==> config.mk <==
export PLATFORM = sky130hd
export DESIGN_NAME = follow_distance_pid_drive_flat
export DESIGN_NICKNAME = d
export VERILOG_FILES = /design/src/rtl/fdpd_pkg.sv /design/src/rtl/fdpd_meas_if.sv /design/src/rtl/fdpd_cmd_if.sv /design/src/rtl/fdpd_cfg_if.sv /design/src/rtl/follow_distance_pid_drive.sv /design/src/rtl/fdpd_err.sv /design/src/rtl/fdpd_pid.sv /design/src/rtl/fdpd_slew.sv /design/src/flat_wrapper.sv
export SDC_FILE = /design/constraint.sdc
export NUM_CORES = 2
export LEC_CHECK = 0
export BUFFER_PORTS_ARGS = -buffer_cell sky130_fd_sc_hd__buf_2
export CORE_ASPECT_RATIO = 1.4
export CORE_MARGIN = 3
export CORE_UTILIZATION = 50
export DETAILED_ROUTE_END_ITERATION = 7
export PLACE_DENSITY = 0.69
export SLEW_MARGIN = 25
export SYNTH_ARGS = -nofsm -noshare
export SYNTH_HDL_FRONTEND = slang
export SYNTH_SLANG_ARGS = --single-unit
export TNS_END_PERCENT = 50
==> constraint.sdc <==
create_clock -name clk -period 10.4 [get_ports clk]
set_input_delay 2.08 -clock clk [delete_from_list [all_inputs] [get_ports clk]]
set_output_delay 2.08 -clock clk [all_outputs]
set_load 0.02 [all_outputs]
==> src/rtl/fdpd_pkg.sv <==
package fdpd_pkg;

    // Field widths at the ports
    localparam int DIST_W     = 13;
    localparam int TIME_W     = 32;
    localparam int DRIVE_W    = 12;
    localparam int STATUS_W   = 2;
    localparam int CFG_IDX_W  = 3;
    localparam int CFG_DATA_W = 16;

    // Register widths
    localparam int GAIN_W  = 16;
    localparam int GAP_W   = 11;
    localparam int DELAY_W = 16;
    localparam int ILIM_W  = 16;
    localparam int START_W = 10;

    // Datapath widths
    localparam int ERR_W    = DIST_W + 1;       // dist - follow, signed
    localparam int MAG_W    = DIST_W;           // positive error magnitude
    localparam int DERIV_W  = ERR_W + 1;        // err - previous_error, signed
    localparam int INTEG_W  = ILIM_W;           // integral never exceeds the clamp
    localparam int PROD_P_W = GAIN_W + MAG_W;
    localparam int PROD_I_W = GAIN_W + INTEG_W;
    localparam int PROD_D_W = GAIN_W + 1 + DERIV_W;
    localparam int SUM_W    = PROD_I_W + 2;
    localparam int PID_W    = SUM_W - 8;        // after the Q8.8 scale-down
    localparam int TGT_W    = PID_W + 1;        // start_drive + pid

    // Defaults of the top-level parameters
    localparam int DRIVE_MAX_DEF   = 1000;
    localparam int DRIVE_STEP_DEF  = 50;
    localparam int RANGE_LIMIT_DEF = 2000;

    // Register reset values
    localparam logic [GAIN_W-1:0]  GAIN_P_RST      = 16'd256;
    localparam logic [GAIN_W-1:0]  GAIN_I_RST      = 16'd0;
    localparam logic [GAIN_W-1:0]  GAIN_D_RST      = 16'd0;
    localparam logic [GAP_W-1:0]   FOLLOW_RST      = 11'd300;
    localparam logic [GAP_W-1:0]   BRAKE_DIST_RST  = 11'd100;
    localparam logic [DELAY_W-1:0] BRAKE_DELAY_RST = 16'd100;
    localparam logic [ILIM_W-1:0]  INTEG_LIMIT_RST = 16'd1000;
    localparam logic [START_W-1:0] START_DRIVE_RST = 10'd300;

    typedef enum logic [STATUS_W-1:0] {
        STATUS_FOLLOW = 2'd0,
        STATUS_SEARCH = 2'd1,
        STATUS_EMERG  = 2'd2
    } status_t;

    typedef enum logic [CFG_IDX_W-1:0] {
        CFG_GAIN_P      = 3'd0,
        CFG_GAIN_I      = 3'd1,
        CFG_GAIN_D      = 3'd2,
        CFG_FOLLOW      = 3'd3,
        CFG_BRAKE_DIST  = 3'd4,
        CFG_BRAKE_DELAY = 3'd5,
        CFG_INTEG_LIMIT = 3'd6,
        CFG_START_DRIVE = 3'd7
    } cfg_idx_t;

    typedef struct packed {
        logic [GAIN_W-1:0]  gain_p;
        logic [GAIN_W-1:0]  gain_i;
        logic [GAIN_W-1:0]  gain_d;
        logic [GAP_W-1:0]   follow_distance_mm;
        logic [GAP_W-1:0]   brake_distance_mm;
        logic [DELAY_W-1:0] brake_delay_ms;
        logic [ILIM_W-1:0]  integral_limit;
        logic [START_W-1:0] start_drive;
    } cfg_t;

    typedef struct packed {
        logic [DIST_W-1:0] distance_mm;
        logic [TIME_W-1:0] time_ms;
    } meas_t;

    // After error / state update
    typedef struct packed {
        status_t                    kind;
        logic                       err_pos;
        logic [MAG_W-1:0]           err_mag;
        logic signed [DERIV_W-1:0]  deriv;
        logic [INTEG_W-1:0]         integral;
    } err_stage_t;

    // After the gain multipliers
    typedef struct packed {
        status_t                    kind;
        logic                       err_pos;
        logic [PROD_P_W-1:0]        prod_p;
        logic [PROD_I_W-1:0]        prod_i;
        logic signed [PROD_D_W-1:0] prod_d;
    } prod_stage_t;

    // After scale-down and saturation
    typedef struct packed {
        status_t                    kind;
        logic signed [DRIVE_W-1:0]  target;
    } tgt_stage_t;

endpackage

==> src/rtl/fdpd_meas_if.sv <==
interface fdpd_meas_if;
    logic                         valid;
    logic                         ready;
    logic [fdpd_pkg::DIST_W-1:0]  distance_mm;
    logic [fdpd_pkg::TIME_W-1:0]  time_ms;

    modport source (output valid, output distance_mm, output time_ms, input ready);
    modport sink   (input valid, input distance_mm, input time_ms, output ready);
endinterface

==> src/rtl/fdpd_cmd_if.sv <==
interface fdpd_cmd_if;
    logic                                valid;
    logic                                ready;
    logic signed [fdpd_pkg::DRIVE_W-1:0] drive_level;
    logic                                hard_brake;
    logic [fdpd_pkg::STATUS_W-1:0]       status;

    modport source (output valid, output drive_level, output hard_brake, output status,
                    input ready);
    modport sink   (input valid, input drive_level, input hard_brake, input status,
                    output ready);
endinterface

==> src/rtl/fdpd_cfg_if.sv <==
interface fdpd_cfg_if;
    logic                             valid;
    logic                             ready;
    logic [fdpd_pkg::CFG_IDX_W-1:0]   index;
    logic [fdpd_pkg::CFG_DATA_W-1:0]  data;

    modport source (output valid, output index, output data, input ready);
    modport sink   (input valid, input index, input data, output ready);
endinterface

==> src/rtl/follow_distance_pid_drive.sv <==
// Follow-distance drive controller. Each measurement request (gap in mm and a
// millisecond time stamp) yields exactly one drive command: searching with zero
// drive when the gap is 0 or at/above RANGE_LIMIT, an emergency hard brake once
// the gap has stayed below brake_distance_mm for longer than brake_delay_ms,
// and otherwise a PID step (Q8.8 gains, positive-only clamped integral) whose
// target is capped at +/-DRIVE_MAX and approached in steps of DRIVE_STEP.
// The block takes one request per clock while the command output is not stalled;
// the path is five registers (input, error/state update, multipliers, target,
// command), each with its own valid, so a stalled command output only holds
// back requests once the pipeline has filled. Configuration writes are always
// taken and should be done while no request is in flight.
module follow_distance_pid_drive #(
    parameter int DRIVE_MAX   = fdpd_pkg::DRIVE_MAX_DEF,
    parameter int DRIVE_STEP  = fdpd_pkg::DRIVE_STEP_DEF,
    parameter int RANGE_LIMIT = fdpd_pkg::RANGE_LIMIT_DEF
) (
    input  logic         clk,
    input  logic         rst_n,
    fdpd_cfg_if.sink     cfg,
    fdpd_meas_if.sink    meas,
    fdpd_cmd_if.source   cmd
);
    import fdpd_pkg::*;

    cfg_t        cfg_reg;
    meas_t       meas_reg;
    logic        meas_valid_reg;
    logic        err_in_ready;
    logic        err_valid;
    err_stage_t  err_stage;
    logic        pid_in_ready;
    logic        pid_valid;
    tgt_stage_t  tgt_stage;
    logic        slew_in_ready;

    // Configuration registers
    assign cfg.ready = 1'b1;

    always_ff @(posedge clk or negedge rst_n)
    begin
        if (!rst_n)
        begin
            cfg_reg.gain_p             <= GAIN_P_RST;
            cfg_reg.gain_i             <= GAIN_I_RST;
            cfg_reg.gain_d             <= GAIN_D_RST;
            cfg_reg.follow_distance_mm <= FOLLOW_RST;
            cfg_reg.brake_distance_mm  <= BRAKE_DIST_RST;
            cfg_reg.brake_delay_ms     <= BRAKE_DELAY_RST;
            cfg_reg.integral_limit     <= INTEG_LIMIT_RST;
            cfg_reg.start_drive        <= START_DRIVE_RST;
        end
        else if (cfg.valid)
        begin
            case (cfg_idx_t'(cfg.index))
                CFG_GAIN_P:      cfg_reg.gain_p             <= cfg.data[GAIN_W-1:0];
                CFG_GAIN_I:      cfg_reg.gain_i             <= cfg.data[GAIN_W-1:0];
                CFG_GAIN_D:      cfg_reg.gain_d             <= cfg.data[GAIN_W-1:0];
                CFG_FOLLOW:      cfg_reg.follow_distance_mm <= cfg.data[GAP_W-1:0];
                CFG_BRAKE_DIST:  cfg_reg.brake_distance_mm  <= cfg.data[GAP_W-1:0];
                CFG_BRAKE_DELAY: cfg_reg.brake_delay_ms     <= cfg.data[DELAY_W-1:0];
                CFG_INTEG_LIMIT: cfg_reg.integral_limit     <= cfg.data[ILIM_W-1:0];
                CFG_START_DRIVE: cfg_reg.start_drive        <= cfg.data[START_W-1:0];
                default:         cfg_reg.gain_p             <= cfg_reg.gain_p;
            endcase
        end
    end

    // Input register
    assign meas.ready = !meas_valid_reg || err_in_ready;

    always_ff @(posedge clk or negedge rst_n)
    begin
        if (!rst_n)
        begin
            meas_valid_reg <= 1'b0;
        end
        else if (meas.ready)
        begin
            meas_valid_reg <= meas.valid;
        end
    end

    always_ff @(posedge clk)
    begin
        if (meas.valid && meas.ready)
        begin
            meas_reg.distance_mm <= meas.distance_mm;
            meas_reg.time_ms     <= meas.time_ms;
        end
    end

    fdpd_err #(
        .RANGE_LIMIT (RANGE_LIMIT)
    ) u_err (
        .clk       (clk),
        .rst_n     (rst_n),
        .cfg       (cfg_reg),
        .in_valid  (meas_valid_reg),
        .in_ready  (err_in_ready),
        .in_meas   (meas_reg),
        .out_valid (err_valid),
        .out_ready (pid_in_ready),
        .out_stage (err_stage)
    );

    fdpd_pid #(
        .DRIVE_MAX (DRIVE_MAX)
    ) u_pid (
        .clk       (clk),
        .rst_n     (rst_n),
        .cfg       (cfg_reg),
        .in_valid  (err_valid),
        .in_ready  (pid_in_ready),
        .in_stage  (err_stage),
        .out_valid (pid_valid),
        .out_ready (slew_in_ready),
        .out_stage (tgt_stage)
    );

    fdpd_slew #(
        .DRIVE_STEP (DRIVE_STEP)
    ) u_slew (
        .clk      (clk),
        .rst_n    (rst_n),
        .in_valid (pid_valid),
        .in_ready (slew_in_ready),
        .in_stage (tgt_stage),
        .cmd      (cmd)
    );

endmodule

==> src/rtl/fdpd_err.sv <==
module fdpd_err #(
    parameter int RANGE_LIMIT = fdpd_pkg::RANGE_LIMIT_DEF
) (
    input  logic                 clk,
    input  logic                 rst_n,
    input  fdpd_pkg::cfg_t       cfg,
    input  logic                 in_valid,
    output logic                 in_ready,
    input  fdpd_pkg::meas_t      in_meas,
    output logic                 out_valid,
    input  logic                 out_ready,
    output fdpd_pkg::err_stage_t out_stage
);
    import fdpd_pkg::*;

    localparam logic [DIST_W-1:0] RANGE_LIM = DIST_W'(RANGE_LIMIT);

    logic                      valid_reg;
    err_stage_t                stage_reg;
    err_stage_t                stage_next;
    logic signed [ERR_W-1:0]   prev_err_reg;
    logic signed [ERR_W-1:0]   err;
    logic [INTEG_W-1:0]        integ_reg;
    logic [INTEG_W-1:0]        integ_next;
    logic [INTEG_W:0]          integ_sum;
    logic                      pending_reg;
    logic [TIME_W-1:0]         start_reg;
    logic [TIME_W-1:0]         elapsed;
    logic                      out_of_range;
    logic                      below;
    logic                      emerg;
    logic                      load;

    assign in_ready  = !valid_reg || out_ready;
    assign load      = in_valid && in_ready;
    assign out_valid = valid_reg;
    assign out_stage = stage_reg;

    // Range, brake arming and emergency decision
    assign out_of_range = (in_meas.distance_mm == '0) || (in_meas.distance_mm >= RANGE_LIM);
    assign below        = in_meas.distance_mm < {{(DIST_W-GAP_W){1'b0}}, cfg.brake_distance_mm};
    assign elapsed      = in_meas.time_ms - start_reg;
    assign emerg        = !out_of_range && below && pending_reg
                          && (elapsed > {{(TIME_W-DELAY_W){1'b0}}, cfg.brake_delay_ms});

    // Error and clamped positive-only integral
    assign err = $signed({1'b0, in_meas.distance_mm})
               - $signed({{(ERR_W-GAP_W){1'b0}}, cfg.follow_distance_mm});
    assign integ_sum = {1'b0, integ_reg} + {{(INTEG_W+1-MAG_W){1'b0}}, err[MAG_W-1:0]};

    always_comb
    begin
        if (err <= 0)
        begin
            integ_next = '0;
        end
        else if (integ_sum > {1'b0, cfg.integral_limit})
        begin
            integ_next = cfg.integral_limit;
        end
        else
        begin
            integ_next = integ_sum[INTEG_W-1:0];
        end
    end

    always_comb
    begin
        if (out_of_range)
        begin
            stage_next.kind = STATUS_SEARCH;
        end
        else if (emerg)
        begin
            stage_next.kind = STATUS_EMERG;
        end
        else
        begin
            stage_next.kind = STATUS_FOLLOW;
        end
        stage_next.err_pos  = (err > 0);
        stage_next.err_mag  = err[MAG_W-1:0];
        stage_next.deriv    = DERIV_W'(err) - DERIV_W'(prev_err_reg);
        stage_next.integral = integ_next;
    end

    // Controller state, updated as each request passes (held on an emergency request)
    always_ff @(posedge clk or negedge rst_n)
    begin
        if (!rst_n)
        begin
            valid_reg    <= 1'b0;
            prev_err_reg <= '0;
            integ_reg    <= '0;
            pending_reg  <= 1'b0;
            start_reg    <= '0;
        end
        else
        begin
            if (in_ready)
            begin
                valid_reg <= in_valid;
            end
            if (load)
            begin
                if (out_of_range)
                begin
                    pending_reg <= 1'b0;
                end
                else if (!emerg)
                begin
                    if (!below)
                    begin
                        pending_reg <= 1'b0;
                    end
                    else if (!pending_reg)
                    begin
                        pending_reg <= 1'b1;
                        start_reg   <= in_meas.time_ms;
                    end
                    prev_err_reg <= err;
                    integ_reg    <= integ_next;
                end
            end
        end
    end

    // Stage payload
    always_ff @(posedge clk)
    begin
        if (load)
        begin
            stage_reg <= stage_next;
        end
    end

endmodule

==> src/rtl/fdpd_pid.sv <==
module fdpd_pid #(
    parameter int DRIVE_MAX = fdpd_pkg::DRIVE_MAX_DEF
) (
    input  logic                 clk,
    input  logic                 rst_n,
    input  fdpd_pkg::cfg_t       cfg,
    input  logic                 in_valid,
    output logic                 in_ready,
    input  fdpd_pkg::err_stage_t in_stage,
    output logic                 out_valid,
    input  logic                 out_ready,
    output fdpd_pkg::tgt_stage_t out_stage
);
    import fdpd_pkg::*;

    localparam logic signed [TGT_W-1:0] MAX_T = TGT_W'(DRIVE_MAX);
    localparam logic signed [TGT_W-1:0] MIN_T = -TGT_W'(DRIVE_MAX);

    logic                       prod_valid_reg;
    prod_stage_t                prod_reg;
    prod_stage_t                prod_next;
    logic                       prod_ready;
    logic                       prod_load;
    logic                       tgt_valid_reg;
    tgt_stage_t                 tgt_reg;
    tgt_stage_t                 tgt_next;
    logic                       tgt_load;
    logic signed [SUM_W-1:0]    sum;
    logic signed [SUM_W-1:0]    sum_adj;
    logic signed [PID_W-1:0]    pid;
    logic signed [TGT_W-1:0]    raw;
    logic signed [TGT_W-1:0]    clamped;

    assign prod_ready = !tgt_valid_reg || out_ready;
    assign in_ready   = !prod_valid_reg || prod_ready;
    assign prod_load  = in_valid && in_ready;
    assign tgt_load   = prod_valid_reg && prod_ready;
    assign out_valid  = tgt_valid_reg;
    assign out_stage  = tgt_reg;

    // Gain multipliers
    always_comb
    begin
        prod_next.kind    = in_stage.kind;
        prod_next.err_pos = in_stage.err_pos;
        prod_next.prod_p  = PROD_P_W'(cfg.gain_p) * PROD_P_W'(in_stage.err_mag);
        prod_next.prod_i  = PROD_I_W'(cfg.gain_i) * PROD_I_W'(in_stage.integral);
        prod_next.prod_d  = PROD_D_W'($signed({1'b0, cfg.gain_d})) * PROD_D_W'(in_stage.deriv);
    end

    // Q8.8 sum, truncation toward zero, start offset and saturation; zero target unless the error is positive
    assign sum = $signed({{(SUM_W-PROD_P_W){1'b0}}, prod_reg.prod_p})
               + $signed({{(SUM_W-PROD_I_W){1'b0}}, prod_reg.prod_i})
               + SUM_W'(prod_reg.prod_d);
    assign sum_adj = sum + (sum[SUM_W-1] ? SUM_W'(255) : SUM_W'(0));
    assign pid     = sum_adj[SUM_W-1:8];
    assign raw     = $signed({{(TGT_W-START_W){1'b0}}, cfg.start_drive}) + TGT_W'(pid);

    always_comb
    begin
        if (raw > MAX_T)
        begin
            clamped = MAX_T;
        end
        else if (raw < MIN_T)
        begin
            clamped = MIN_T;
        end
        else
        begin
            clamped = raw;
        end
        tgt_next.kind   = prod_reg.kind;
        tgt_next.target = prod_reg.err_pos ? clamped[DRIVE_W-1:0] : '0;
    end

    always_ff @(posedge clk or negedge rst_n)
    begin
        if (!rst_n)
        begin
            prod_valid_reg <= 1'b0;
            tgt_valid_reg  <= 1'b0;
        end
        else
        begin
            if (in_ready)
            begin
                prod_valid_reg <= in_valid;
            end
            if (prod_ready)
            begin
                tgt_valid_reg <= prod_valid_reg;
            end
        end
    end

    always_ff @(posedge clk)
    begin
        if (prod_load)
        begin
            prod_reg <= prod_next;
        end
        if (tgt_load)
        begin
            tgt_reg <= tgt_next;
        end
    end

endmodule

==> src/rtl/fdpd_slew.sv <==
module fdpd_slew #(
    parameter int DRIVE_STEP = fdpd_pkg::DRIVE_STEP_DEF
) (
    input  logic                 clk,
    input  logic                 rst_n,
    input  logic                 in_valid,
    output logic                 in_ready,
    input  fdpd_pkg::tgt_stage_t in_stage,
    fdpd_cmd_if.source           cmd
);
    import fdpd_pkg::*;

    localparam int SLEW_W = DRIVE_W + 1;
    localparam logic signed [SLEW_W-1:0] STEP = SLEW_W'(DRIVE_STEP);

    logic                       valid_reg;
    logic                       load;
    logic signed [DRIVE_W-1:0]  cur_reg;
    logic signed [DRIVE_W-1:0]  cur_next;
    logic signed [SLEW_W-1:0]   cur_up;
    logic signed [SLEW_W-1:0]   cur_dn;
    logic signed [SLEW_W-1:0]   tgt_ext;
    logic signed [DRIVE_W-1:0]  drive_reg;
    logic                       brake_reg;
    status_t                    status_reg;
    logic                       brake_next;

    assign in_ready = !valid_reg || cmd.ready;
    assign load     = in_valid && in_ready;

    // Step limit toward the target while following; zero drive when searching or braking
    assign cur_up  = SLEW_W'(cur_reg) + STEP;
    assign cur_dn  = SLEW_W'(cur_reg) - STEP;
    assign tgt_ext = SLEW_W'(in_stage.target);

    always_comb
    begin
        case (in_stage.kind)
            STATUS_FOLLOW:
            begin
                brake_next = 1'b0;
                if (tgt_ext > cur_up)
                begin
                    cur_next = cur_up[DRIVE_W-1:0];
                end
                else if (tgt_ext < cur_dn)
                begin
                    cur_next = cur_dn[DRIVE_W-1:0];
                end
                else
                begin
                    cur_next = in_stage.target;
                end
            end
            STATUS_EMERG:
            begin
                brake_next = 1'b1;
                cur_next   = '0;
            end
            default:
            begin
                brake_next = 1'b0;
                cur_next   = '0;
            end
        endcase
    end

    always_ff @(posedge clk or negedge rst_n)
    begin
        if (!rst_n)
        begin
            valid_reg <= 1'b0;
            cur_reg   <= '0;
        end
        else
        begin
            if (in_ready)
            begin
                valid_reg <= in_valid;
            end
            if (load)
            begin
                cur_reg <= cur_next;
            end
        end
    end

    // Result register
    always_ff @(posedge clk)
    begin
        if (load)
        begin
            drive_reg  <= cur_next;
            brake_reg  <= brake_next;
            status_reg <= in_stage.kind;
        end
    end

    assign cmd.valid       = valid_reg;
    assign cmd.drive_level = drive_reg;
    assign cmd.hard_brake  = brake_reg;
    assign cmd.status      = status_reg;

endmodule

==> src/flat_wrapper.sv <==
// flat-port wrapper written by rule: the top's interface ports become plain ports
module follow_distance_pid_drive_flat import fdpd_pkg::*;
#(
    parameter int DRIVE_MAX   = fdpd_pkg::DRIVE_MAX_DEF,
    parameter int DRIVE_STEP  = fdpd_pkg::DRIVE_STEP_DEF,
    parameter int RANGE_LIMIT = fdpd_pkg::RANGE_LIMIT_DEF
)
  (clk, rst_n, cfg_valid, cfg_index, cfg_data, cfg_ready, meas_valid, meas_distance_mm, meas_time_ms, meas_ready, cmd_valid, cmd_drive_level, cmd_hard_brake, cmd_status, cmd_ready);
  fdpd_cfg_if cfg_i ();
  fdpd_meas_if meas_i ();
  fdpd_cmd_if cmd_i ();
  input  logic clk;
  input  logic rst_n;
  input wire logic [$bits(cfg_i.valid)-1:0] cfg_valid;
  input wire logic [$bits(cfg_i.index)-1:0] cfg_index;
  input wire logic [$bits(cfg_i.data)-1:0] cfg_data;
  output wire logic [$bits(cfg_i.ready)-1:0] cfg_ready;
  input wire logic [$bits(meas_i.valid)-1:0] meas_valid;
  input wire logic [$bits(meas_i.distance_mm)-1:0] meas_distance_mm;
  input wire logic [$bits(meas_i.time_ms)-1:0] meas_time_ms;
  output wire logic [$bits(meas_i.ready)-1:0] meas_ready;
  output wire logic [$bits(cmd_i.valid)-1:0] cmd_valid;
  output wire logic [$bits(cmd_i.drive_level)-1:0] cmd_drive_level;
  output wire logic [$bits(cmd_i.hard_brake)-1:0] cmd_hard_brake;
  output wire logic [$bits(cmd_i.status)-1:0] cmd_status;
  input wire logic [$bits(cmd_i.ready)-1:0] cmd_ready;
  assign cfg_i.valid = cfg_valid;
  assign cfg_i.index = cfg_index;
  assign cfg_i.data = cfg_data;
  assign cfg_ready = cfg_i.ready;
  assign meas_i.valid = meas_valid;
  assign meas_i.distance_mm = meas_distance_mm;
  assign meas_i.time_ms = meas_time_ms;
  assign meas_ready = meas_i.ready;
  assign cmd_valid = cmd_i.valid;
  assign cmd_drive_level = cmd_i.drive_level;
  assign cmd_hard_brake = cmd_i.hard_brake;
  assign cmd_status = cmd_i.status;
  assign cmd_i.ready = cmd_ready;
  follow_distance_pid_drive #(.DRIVE_MAX(DRIVE_MAX), .DRIVE_STEP(DRIVE_STEP), .RANGE_LIMIT(RANGE_LIMIT)) u_core (.clk(clk), .rst_n(rst_n), .cfg(cfg_i), .meas(meas_i), .cmd(cmd_i));
endmodule
==> impl_metrics.json <==
{
  "status": "complete, no violations",
  "async_flop_share_pct": 46.9,
  "final_cell_mix": "inv_1, nand2_1, fa_1",
  "rsz0062_at_grt": "true",
  "drive_gt1_share_pct": 12.0,
  "seq_area_frac_synth_pct": 24.3,
  "die_area_sq_um": 97200,
  "vias": 34500,
  "grt_antenna_before_repair": 8,
  "critPathRequiredTime_ns": 10.73,
  "grt_usage_pct": 24.5,
  "htreeDepth": 2,
  "syn2layout_area_growth_pct": 9.77,
  "endpoint_kind": "flip-flop",
  "route.detailed.drc": 0,
  "post-route-min-period_ns": 10.33,
  "syn_nets": 5889,
  "hpwl_microns": 92100,
  "hold_slack_ns": 0.424,
  "crit_slowest_cell": "edfxtp_1",
  "hold_class": "flip-flop to flip-flop",
  "ant_nets": 0,
  "overflow": 0,
  "maxSlewHeadroom_pct": 32.9,
  "cp.arrival_ns": 10.67,
  "drt-total-wl_microns": 118000,
  "root_buffer": "clkbuf_16",
  "cts_buffers": 46,
  "viasPerCell": 5.61,
  "layout.nets": 6016,
  "ys_ff_latch": 409,
  "maxCapViolCount": 0,
  "finalSetupViolCount": 0,
  "clock_sinks": 409,
  "fmax_mhz": 96.8,
  "tritoncts": "done",
  "start_util_pct": 50.5,
  "layout_commonest_cell": "inv_1",
  "grt_pass1_wl_microns": 189000,
  "synthFlopType": "edfxtp_1",
  "avgSynthCellArea_sq_um": 9.78,
  "grt_pass1_vias": 36200,
  "cp_max_fo": 5,
  "place_congestion": 0.895,
  "finClkSkew_ns": 0.0384,
  "cts.reportedPaths.clkPinSlew_ns": 0.07,
  "grt_max_degree": 96,
  "finalMaxSlewViolations": 0,
  "synth_edf_count": 217,
  "coreArea_sq_um": 92700,
  "ios": 87,
  "wl_per_cell_microns": 19.1,
  "row_count": 132,
  "largest_reg_flops": 112,
  "first_iter_violations": 2038,
  "crit_top_cell": "buf_4",
  "synth_cell_types": 89,
  "portBuffers": 85,
  "postSynthCellCount": 4780,
  "dr.pass1.iters": 6,
  "max_slew.worst_pin.slew_ns": 0.981,
  "yosys_warnings": 0,
  "fin_crit_sh_pct": 99.4,
  "hold_violations": 0,
  "critPathKind": "flip-flop to flip-flop",
  "synth_area_sq_um": 46700,
  "die_w_microns": 264,
  "die_y_microns": 368,
  "startpoint_type": "flip-flop",
  "slowest_delay_ns": 0.40,
  "clkLatencyLatePin_ns": 0.63,
  "clk_path_buf_depth": 3
}
## worst max-delay path: cells and delay by family (launching register included)
family	cells	cell delay (ns)
buffers and inverters	11	1.41
AND/OR/NAND/NOR	11	1.91
multiplexers	1	0.20
flip-flops	1	0.40
AO/OA/AOI/OAI	26	4.44
adder cells (fa/ha/maj)	5	1.27
XOR/XNOR	3	0.43
## stage by stage
step                utilization, %  TNS, ns  setup slack [ns]  cells  cell area, sq um
finish                        55.4        0            0.0666   6152             51300
global route                  55.4    -4.82            -0.524   6151             51300
CTS                           54.9        0           0.00127   6138             50900
detailed placement            52.8   -10.22             -1.06   6031             48900
global placement              52.8    -6.70            -0.717   6031             48900
floorplan                        -        0            0.0694   4780             46700
## what timing repair did
action                     4_1_cts  5_1_grt
gates resized for setup         37       68
pin swaps                       29       63
buffers inserted                21       14
setup endpoints to repair       12       12
hold buffers                     0        0
## final timing paths
| kind | to | slack [ns] | startpoint | depth (start not counted) |
|---|---|---|---|---|
| max in group asynchronous | u_core.cfg_reg[94] | 7.46 | rst_n | 2 |
| min | u_core.u_pid.out_stage[13] | 0.42 | u_core.u_pid.prod_reg[95] | 0 |
| min in group asynchronous | u_core.u_pid.out_valid | 1.51 | rst_n | 1 |
| max reg2reg | u_core.u_pid.out_stage[6] | 0.07 | u_core.u_pid.prod_reg[32] | 57 |
| min reg2reg | u_core.u_pid.out_stage[13] | 0.42 | u_core.u_pid.prod_reg[95] | 0 |
| max | u_core.u_pid.out_stage[6] | 0.07 | u_core.u_pid.prod_reg[32] | 57 |
## cells in the mapped netlist, types with 7 or more instances
master	instances	area, sq um
a2111oi_0	10	87.6
o21ai_0	105	526
a211o_1	13	114
o21ai_1	10	50.1
a22oi_1	7	52.6
a21o_1	60	450
nor2_1	226	848
xnor2_1	156	1370
nor2b_1	35	219
a21oi_1	143	716
nor3_1	64	320
edfxtp_1	217	6520
o21bai_1	29	218
dfrtp_1	171	4280
nand3_1	55	275
nand4_1	33	206
buf_2	7	35.0
nand3b_1	14	105
nand2_1	554	2080
fa_1	536	10700
and3_1	27	169
or3_1	23	144
ha_1	504	6310
nor4_1	14	87.6
inv_1	750	2820
nand2b_1	57	357
or4_1	7	52.6
dfstp_2	21	552
o31a_1	8	70.1
o41ai_1	7	61.3
or2_2	16	100
o2111ai_1	11	96.3
o31ai_1	8	60.1
and2_1	274	1710
mux2i_1	29	290
a211oi_1	17	128
mux2_2	165	1860
a21boi_0	19	143
o211ai_1	15	113
o21a_1	50	375
xor2_1	66	578
a31oi_1	27	169
clkbuf_1	128	480
## cell families (layout without fill, tap and decap cells)
logic type      after synthesis  in the layout  share of synthesized area, %
fa+ha+maj                  1040           1040                          36.4
flops                       409            409                          24.3
mux                         195            195                          4.62
xor+xnor                    222            222                          4.16
simple gates               1427           1427                          14.9
other cells                   1              2                       0.00802
buf+inv                     895           1060                          7.24
compound gates              591            591                          8.37
## cell type report
cell class                 instances  area (sq um)
fill                            8098         41300
multi-input combinational       3476         32600
sequential                       409         11300
inverter                         752          2820
tap                             1206          1510
timing repair buffer             222          1470
clock buffer                      59          1210
clock inverter                    27           377
antenna                            1          2.50
## layer usage
layer | track usage [%] | wire length (microns) | vias to the layer above
met4 | 12.8 | 7130 | 2
met5 | 0 | 11 | -
li1 | - | - | 15900
met3 | 3.38 | 6060 | 308
met1 | 27.6 | 44200 | 17200
met2 | 44.9 | 60200 | 999
Power is left out: the tool's default activity adds up to more than one toggle a clock period on the data nets, which glitch-free logic cannot reach.
